`config.mk`:
```
export PLATFORM = sky130hd
export DESIGN_NAME = signed_decimal_to_ascii
export DESIGN_NICKNAME = d
export VERILOG_FILES = /design/src/sdta_pkg.sv /design/src/sdta_dabble.sv /design/src/signed_decimal_to_ascii.sv
export SDC_FILE = /design/constraint.sdc
export NUM_CORES = 1
export LEC_CHECK = 0
export BUFFER_PORTS_ARGS = -buffer_cell sky130_fd_sc_hd__buf_2
export CAP_MARGIN = 25
export CELL_PAD_IN_SITES_DETAIL_PLACEMENT = 1
export CELL_PAD_IN_SITES_GLOBAL_PLACEMENT = 1
export CORE_UTILIZATION = 43
export DETAILED_ROUTE_END_ITERATION = 8
export PLACE_DENSITY = 0.71
export SLEW_MARGIN = 20
export SYNTH_ARGS = -nofsm -noshare
export SYNTH_HDL_FRONTEND = slang
export SYNTH_SLANG_ARGS = --single-unit
```
`constraint.sdc`:
```
create_clock -name clk -period 3.3 [get_ports clk]
set_input_delay 0.165 -clock clk [delete_from_list [all_inputs] [get_ports clk]]
set_output_delay 0.165 -clock clk [all_outputs]
set_load 0.01 [all_outputs]
```
`src/sdta_pkg.sv`:
```
package sdta_pkg;

	localparam int BIN_W = 32;
	localparam int DIG_N = 10;
	localparam int BCD_W = 4 * DIG_N;
	localparam int IDX_W = $clog2(DIG_N);
	localparam int CNT_W = $clog2(BIN_W);

	localparam logic [7:0] CHAR_ZERO  = 8'h30;
	localparam logic [7:0] CHAR_MINUS = 8'h2D;

endpackage

```
`src/sdta_dabble.sv`:
```
// Iterative shift-and-add-3 binary to BCD converter, one bit per cycle.
module sdta_dabble (
	input  logic                      clk,
	input  logic                      arst_n,
	input  logic                      start,
	input  logic [sdta_pkg::BIN_W-1:0] bin,
	output logic                      done,
	output logic [sdta_pkg::BCD_W-1:0] bcd
);

	logic                       busy_q;
	logic                       done_q;
	logic [sdta_pkg::CNT_W-1:0] cnt_q;
	logic [sdta_pkg::BIN_W-1:0] sh_q;
	logic [sdta_pkg::BCD_W-1:0] bcd_q;
	logic [sdta_pkg::BCD_W-1:0] adj;

	always_comb begin
		for (int i = 0; i < sdta_pkg::DIG_N; i++) begin
			if (bcd_q[4*i +: 4] >= 4'd5) begin
				adj[4*i +: 4] = bcd_q[4*i +: 4] + 4'd3;
			end else begin
				adj[4*i +: 4] = bcd_q[4*i +: 4];
			end
		end
	end

	always_ff @(posedge clk or negedge arst_n) begin
		if (!arst_n) begin
			busy_q <= 1'b0;
			done_q <= 1'b0;
			cnt_q  <= '0;
		end else begin
			done_q <= 1'b0;
			if (start) begin
				busy_q <= 1'b1;
				cnt_q  <= '0;
			end else if (busy_q) begin
				cnt_q <= cnt_q + 1'b1;
				if (cnt_q == sdta_pkg::CNT_W'(sdta_pkg::BIN_W - 1)) begin
					busy_q <= 1'b0;
					done_q <= 1'b1;
				end
			end
		end
	end

	always_ff @(posedge clk) begin
		if (start) begin
			sh_q  <= bin;
			bcd_q <= '0;
		end else if (busy_q) begin
			bcd_q <= {adj[sdta_pkg::BCD_W-2:0], sh_q[sdta_pkg::BIN_W-1]};
			sh_q  <= {sh_q[sdta_pkg::BIN_W-2:0], 1'b0};
		end
	end

	assign done = done_q;
	assign bcd  = bcd_q;

endmodule

```
`src/signed_decimal_to_ascii.sv`:
```
// Signed 32-bit integer to decimal ASCII text.
// Slave stream: s_tdata carries one two's-complement value per transaction.
// Master stream: one character per transaction, most significant digit first,
// a leading '-' for negative values, no leading zeros; m_tlast marks the final
// character of each number. Zero gives the single character '0'.
// One value is taken at a time; s_tready is high only while the block is idle.
// The magnitude goes through a shift-and-add-3 converter, one bit per cycle,
// then the leading zero digits are skipped (0 to 9), then the characters
// (1 to 11) are sent as m_tready allows. Skipped zeros and digits always
// total ten.
// The last character sits in the output register while the next value is
// already accepted.
// A stalled receiver holds m_tvalid, m_tdata and m_tlast steady and pauses
// character generation; nothing is dropped.
// Reset (arst_n low) empties the output register and returns to idle.
module signed_decimal_to_ascii (
	input  logic               clk,
	input  logic               arst_n,
	input  logic               s_tvalid,
	output logic               s_tready,
	input  logic signed [31:0] s_tdata,  // [31:0] value
	output logic               m_tvalid,
	input  logic               m_tready,
	output logic [7:0]         m_tdata,  // [7:0] char_code
	output logic               m_tlast   // last
);

	typedef enum logic [1:0] {
		ST_IDLE,
		ST_CONV,
		ST_SKIP,
		ST_EMIT
	} state_t;

	state_t                     state_q;
	logic                       neg_q;
	logic [sdta_pkg::IDX_W-1:0] idx_q;
	logic                       m_tvalid_q;
	logic [7:0]                 m_tdata_q;
	logic                       m_tlast_q;

	logic                       start;
	logic                       conv_done;
	logic [sdta_pkg::BCD_W-1:0] bcd;
	logic [sdta_pkg::BIN_W-1:0] mag;
	logic [3:0]                 digit;
	logic                       out_free;

	assign s_tready = (state_q == ST_IDLE);
	assign start    = s_tvalid && s_tready;
	assign mag      = s_tdata[31] ? (sdta_pkg::BIN_W'(0) - s_tdata) : s_tdata;
	assign digit    = bcd[{idx_q, 2'b00} +: 4];
	assign out_free = !m_tvalid_q || m_tready;

	sdta_dabble u_dabble (
		.clk    (clk),
		.arst_n (arst_n),
		.start  (start),
		.bin    (mag),
		.done   (conv_done),
		.bcd    (bcd)
	);

	always_ff @(posedge clk or negedge arst_n) begin
		if (!arst_n) begin
			state_q    <= ST_IDLE;
			neg_q      <= 1'b0;
			idx_q      <= '0;
			m_tvalid_q <= 1'b0;
			m_tdata_q  <= '0;
			m_tlast_q  <= 1'b0;
		end else begin
			if (m_tvalid_q && m_tready && state_q != ST_EMIT) begin
				m_tvalid_q <= 1'b0;
			end
			case (state_q)
				ST_IDLE: begin
					if (start) begin
						neg_q   <= s_tdata[31];
						state_q <= ST_CONV;
					end
				end
				ST_CONV: begin
					if (conv_done) begin
						idx_q   <= sdta_pkg::IDX_W'(sdta_pkg::DIG_N - 1);
						state_q <= ST_SKIP;
					end
				end
				ST_SKIP: begin
					if (idx_q != '0 && digit == 4'd0) begin
						idx_q <= idx_q - 1'b1;
					end else begin
						state_q <= ST_EMIT;
					end
				end
				ST_EMIT: begin
					if (out_free) begin
						m_tvalid_q <= 1'b1;
						if (neg_q) begin
							m_tdata_q <= sdta_pkg::CHAR_MINUS;
							m_tlast_q <= 1'b0;
							neg_q     <= 1'b0;
						end else begin
							m_tdata_q <= sdta_pkg::CHAR_ZERO + {4'd0, digit};
							m_tlast_q <= (idx_q == '0);
							if (idx_q == '0) begin
								state_q <= ST_IDLE;
							end else begin
								idx_q <= idx_q - 1'b1;
							end
						end
					end
				end
				default: begin
					state_q <= ST_IDLE;
				end
			endcase
		end
	end

	assign m_tvalid = m_tvalid_q;
	assign m_tdata  = m_tdata_q;
	assign m_tlast  = m_tlast_q;

	a_done_in_conv: assert property (@(posedge clk) disable iff (!arst_n)
		conv_done |-> state_q == ST_CONV)
		else $error("converter done outside conversion");

	a_idle_no_sign: assert property (@(posedge clk) disable iff (!arst_n)
		state_q == ST_IDLE |-> !neg_q)
		else $error("minus sign left pending at idle");

	a_minus_not_last: assert property (@(posedge clk) disable iff (!arst_n)
		m_tvalid && m_tdata == sdta_pkg::CHAR_MINUS |-> !m_tlast)
		else $error("minus sign marked last");

	a_char_range: assert property (@(posedge clk) disable iff (!arst_n)
		m_tvalid && m_tdata != sdta_pkg::CHAR_MINUS |->
			m_tdata >= sdta_pkg::CHAR_ZERO && m_tdata <= sdta_pkg::CHAR_ZERO + 8'd9)
		else $error("character outside digit range");

	a_skip_bound: assert property (@(posedge clk) disable iff (!arst_n)
		state_q == ST_SKIP || state_q == ST_EMIT |->
			idx_q <= sdta_pkg::IDX_W'(sdta_pkg::DIG_N - 1))
		else $error("digit index out of range");

endmodule

```
### After elaboration in Yosys (flattened, before gate mapping)

Cells that the tools add are included.

| storage, ports and cells | value |
|---|---|
| input port bits | 36 |
| output and inout port bits | 11 |
| logic and storage cells | 108 |
| register bits | 96 |

| cells by class | value |
|---|---|
| magnitude comparators | 10 |
| reductions and logical operators | 17 |
| equality and inequality tests | 13 |
| multiplexer cells | 42 |
| add/subtract/negate cells | 14 |
| shifts and indexed selects | 1 |

Operator list:

| operator | number |
|---|---|
| $mux W32 | 3 |
| $mux W4 | 14 |
| $ge A4 B3 Y1 const B | 10 |
| $shiftx A40 B7 Y4 | 1 |
| $add A4 B2 Y4 const B | 9 |
| $sub A1 B32 Y32 const A | 1 |
| $ne A2 B2 Y1 const B | 7 |
| $mux W1 | 12 |
| $mux W2 | 6 |
| $pmux W4 S3 | 1 |
| $reduce_and A6 Y1 | 2 |
| $mux W5 | 2 |
| $logic_not A4 Y1 | 2 |
| $pmux W2 S4 | 1 |
| $add A6 B4 Y7 const A | 1 |
| $mux W7 | 1 |
| $add A5 B1 Y5 const B | 1 |
| $eq A5 B5 Y1 const B | 1 |
| $eq A2 B2 Y1 const B | 2 |
| $logic_and A1 B1 Y1 | 4 |
| $ne A2 B1 Y1 const B | 2 |
| $reduce_bool A2 Y1 | 2 |
| $reduce_bool A4 Y1 | 1 |
| $sub A4 B1 Y4 const B | 1 |
| other kinds (10) | 10 |

### Depth between registers and ports, before layout

| logic depth | value |
|---|---|
| depth in word-level cells | 5 |
| depth in mapped cells | 9 |
| gate-level depth less buffers | 8 |

### By module

A second synthesis with hierarchy kept.

| unflattened totals | value |
|---|---|
| cells, all modules | 641 |
| area, all modules | 6,039.5 sq um |

By module, submodules not included:

| module | area each (sq um) | sequential area each (sq um) | instances | cells an instance |
|---|---|---|---|---|
| sdta_dabble | 4,115.2 | 1,936.9 | 1 | 400 |
| signed_decimal_to_ascii | 1,924.3 | 375.4 | 1 | 241 |

### Least setup slack after synthesis

OpenSTA, ideal clock, no wires.

| timing path | value |
|---|---|
| path kind | reg2reg |
| start point | register state_q[0] |
| end point | register u_dabble.sh_q[0] in the netlist's numbering, enable pin |
| clock period less this slack | 2.419 ns |
| data required time | 2.822 ns |
| path slack | 0.881 ns |
| cell stages (with the launch flop) | 7 |
| data arrival time | 1.942 ns |
| cell sequence | dfrtp_1 inv_1 ha_1 nand2_1 clkbuf_1 clkbuf_1 nand2_1 |

| between the ends | value |
|---|---|
| longest elaborated chain between the ends | 3 |

RTL lines:

| what | line | RTL |
|---|---|---|
| start: declaration | signed_decimal_to_ascii.sv:35 | `state_t state_q;` |
| start signal: assignment | signed_decimal_to_ascii.sv:66 | `state_q <= ST_IDLE;` |
| start signal: assignment | signed_decimal_to_ascii.sv:80 | `state_q <= ST_CONV;` |
| start signal: assignment | signed_decimal_to_ascii.sv:86 | `state_q <= ST_SKIP;` |
| $logic_not A2 Y1 | signed_decimal_to_ascii.sv:49 | `assign s_tready = (state_q == ST_IDLE);` |
| named net s_tready | signed_decimal_to_ascii.sv:20 | `output logic s_tready,` |
| $logic_and A1 B1 Y1 | signed_decimal_to_ascii.sv:50 | `assign start = s_tvalid && s_tready;` |
| $reduce_bool A2 Y1 (no line) | - |  |
| end signal: assignment | sdta_dabble.sv:50 | `sh_q <= bin;` |
| end signal: assignment | sdta_dabble.sv:54 | `sh_q <= {sh_q[sdta_pkg::BIN_W-2:0], 1'b0};` |
| end: declaration | sdta_dabble.sv:14 | `logic [sdta_pkg::BIN_W-1:0] sh_q;` |

The timed path passes the listed nets, and every way through them passes these cells.
A chain may end at the register's enable or synchronous reset.

### Worst setup path after layout

| timing path | value |
|---|---|
| start point | register idx_q[0] in the netlist's numbering |
| end point | register state_q[1] |

| between the ends | value |
|---|---|
| longest elaborated chain between the ends | 5 |
| elaborated cells on any way between the ends | 8 |

RTL lines:

| what | line | RTL |
|---|---|---|
| start: declaration | signed_decimal_to_ascii.sv:37 | `logic [sdta_pkg::IDX_W-1:0] idx_q;` |
| start signal: assignment | signed_decimal_to_ascii.sv:85 | `idx_q <= sdta_pkg::IDX_W'(sdta_pkg::DIG_N - 1);` |
| start signal: assignment | signed_decimal_to_ascii.sv:91 | `idx_q <= idx_q - 1'b1;` |
| start signal: assignment | signed_decimal_to_ascii.sv:109 | `idx_q <= idx_q - 1'b1;` |
| $shiftx A40 B7 Y4 | signed_decimal_to_ascii.sv:52 | `assign digit = bcd[{idx_q, 2'b00} +: 4];` |
| $logic_not A4 Y1 | signed_decimal_to_ascii.sv:90 | `if (idx_q != '0 && digit == 4'd0) begin` |
| $logic_and A1 B1 Y1 | signed_decimal_to_ascii.sv:90 |  |
| $ne A2 B2 Y1 (no line) | - |  |
| $reduce_and A6 Y1 (no line) (*) | - |  |
| end signal: assignment | signed_decimal_to_ascii.sv:86 |  |
| end signal: assignment | signed_decimal_to_ascii.sv:93 | `state_q <= ST_EMIT;` |
| end signal: assignment | signed_decimal_to_ascii.sv:107 | `state_q <= ST_IDLE;` |

Every way passes the cells marked *; elsewhere a longest branch is shown, timed or not.

==> flow_metrics.tcl <==
set metrics [dict create \
    status "completed" \
    use_met1 0.251 \
    synth_area_mm2 0.00571 \
    post_synth_num_cell_types 63 \
    synth_top_area_frac 0.168 \
    met3_usage 0.0433 \
    cp_num_buf_inv 0 \
    drive_gt1_frac 0.127 \
    p_leak_nw 2.79 \
    postSynthCellCount 640 \
    cts.clk_slew.worst_paths_ns 0.06 \
    core-area_mm2 0.0128 \
    drt_first_iter_violations 180 \
    drcViolationCount 0 \
    fin_nets 736 \
    ir_drop_mv 0.450 \
    rsz0062_at_grt "false" \
    die_h_um 117 \
    die_x_um 117 \
    slew_headroom 0.456 \
    grt-ovfl-total 0 \
    hp-class "input pin to register" \
    cts_max_level 3 \
    synth_commonest_cells "nand2_1 (80), o21ai_0 (67), nor2_1 (54)" \
    postRouteAntennaNets 0 \
    diodes 0 \
    port_buffers 44 \
    synth_most_common_cell "nand2_1" \
    first_pass_iters 4 \
    worst_path_largest_cell_delay_ns 0.87 \
    synth_edf_count 32 \
    yosysWarnings 0 \
    fin_crit_ns 2.65 \
    dp.cells 831 \
    cts.path.max_buffers 2 \
    period_share 0.802 \
    core.rowCount 41 \
    cts.sinks 94 \
    syn_area_per_cell_um2 8.92 \
    dp_hpwl_um 9500 \
    crit_arrival_ns 2.87 \
    worstPathCellList "mux4_2 > nor2_1 > a311oi_2 > nand3b_4 > o21ai_1 > mux2_1" \
    worst_pin_slew_ns 0.815 \
    wire_per_inst_um 15.6 \
    setup_viol 0 \
    critPathMaxFanout 19 \
    clk_latency_ns 0.35 \
    use_met2 0.375 \
    ys_seq_area_frac 0.405 \
    antenna_found_initial 0 \
    design.die.area_mm2 0.0137 \
    finClkSkew_ns 0.00865 \
    hold_viol 0 \
    vias 4592 \
    numCtsBuffers 9 \
    grt_pass1_vias 4766 \
    clock.fmax_ghz 0.378 \
    max-cap-violations 0 \
    io_pins 47 \
    avgViaCountPerCell 5.42 \
    grt_max_degree 65 \
    setup_tns_ns 0 \
    cts_resized 0 \
    critPathKind "register to register" \
    start_kind "register" \
    grt_busiest_layer "met2" \
    cts_root_buf "clkbuf_16" \
    area_growth_syn_to_layout_pct 10.5 \
    synth-seq-cells 94 \
    yosys.area.top_type "edfxtp_1" \
    grt_pass1_wl_um 22300 \
    start_util 0.447 \
    track_usage 0.209 \
    critPathSlowestCell "dfrtp_1" \
    final-instance-count-excl-fill 848 \
    cts_tree "built" \
    power_density_mw_per_mm2 935 \
    wl_um 13200 \
    place.gp.congestion 0.739 \
    synthFlopType "dfxtp_1" \
    synthArstFlopShare 0.234 \
    crit_required_ns 3.53 \
    critPathTopFamily "multiplexers" \
    slew_viol_final 0 \
    cp-end-kind "register" \
    synthTopCellsByArea "edfxtp_1 (17%), dfxtp_1 (14%), dfrtp_1 (9.6%)" \
]
==> worst min-delay path, cell delays in order <==
cell and delay, ns:
buf_2 0.07, nand2b_1 0.15, nand2b_1 0.07
==> per-stage QoR <==
step / util / setup WS (ns) / power (mW) / area, um^2 / hold slack [ns]
after floorplan: - / 0.881 / 4.29 / 5710 / -0.131
after global placement: 0.473 / 0.806 / 4.78 / 6040 / 0.158
after detailed placement: 0.473 / 0.661 / 5.00 / 6040 / 0.167
after CTS: 0.494 / 0.654 / 5.99 / 6310 / 0.139
after global routing: 0.494 / 0.501 / 6.46 / 6310 / 0.170
final: 0.494 / 0.654 / 5.90 / 6310 / 0.147
==> what timing repair did <==
action | CTS | global route
hold buffers | 1 | 0
setup buffers | 0 | 0
hold endpoints to repair | 22 | 0
==> area by class of cell <==
type	instances	area [um^2]
fill	1536	6460
multi-input combinational	484	3130
sequential	94	2310
timing repair buffer	50	268
clock buffer	11	233
tap	172	215
inverter	32	120
clock inverter	5	27.5
==> placed cells by master, fill, tap and decap left out, types with 3 or more instances in the layout <==
master     synthesis  final
and3_1             3      3
clkinv_2           0      4
xor2_1            39     39
a31oi_1            6      6
clkbuf_16          0      9
nor2_1            54     54
mux2_2             3      3
o21ai_0           67     67
nand3_1           14     14
a21oi_1           40     40
nor3_1            12     12
a21o_1             3      3
nand2_1           80     79
buf_4              3      5
mux2i_1           28     28
inv_1             32     32
nand2b_1          16     16
xnor2_1           12     12
o22ai_1            8      8
buf_2              0     44
o31ai_1           12     12
edfxtp_1          32     32
dfxtp_1           40     40
ha_1              29     29
o21ai_1           11     11
dfrtp_1           22     22
==> routing by layer <==
metal	up-vias	wire, um
met5	-	0
met2	51	6600
li1	2285	-
met3	15	322
met4	0	160
met1	2241	6150
==> registers in the layout (all words and copies together) (netlist names) <==
name	count
state_q	2
neg_q	1
m_tlast	1
u_dabble.bcd	40
idx_q	4
u_dabble.busy_q	1
m_tdata	6
u_dabble.done	1
u_dabble.sh_q	32
m_tvalid	1
u_dabble.cnt_q	5
==> worst paths after layout <==
kind                                 start          to  slack [ns]  depth (start not counted)
worst min-delay path              m_tready    m_tvalid        0.15                          3
min in group asynchronous           arst_n  state_q[0]        0.32                          2
worst max-delay path              idx_q[0]  state_q[1]        0.65                          6
worst min register to register  m_tdata[5]  m_tdata[5]        0.46                          1
worst max register to register    idx_q[0]  state_q[1]        0.65                          6
max in group asynchronous           arst_n    idx_q[1]        2.63                          2
==> power breakdown <==
group	total, mW	internal [mW]	switching, mW
combinational	2.67	1.14	1.54
sequential	2.27	1.81	0.468
clock	0.955	0.506	0.448
total	5.90	3.45	2.45
==> kinds of logic after synthesis <==
group | count (synthesis) | share of synthesized area
and+or+nand+nor | 203 | 0.168
AOI/OAI and AO/OA | 166 | 0.176
DFF | 94 | 0.405
buffers and inverters | 63 | 0.0473
xor gates and xnor gates | 51 | 0.0782
muxes | 33 | 0.0609
adders and majority gates | 29 | 0.0635
other | 1 | 0.000657
No activity file was read; power rests on OpenSTA's default activity.
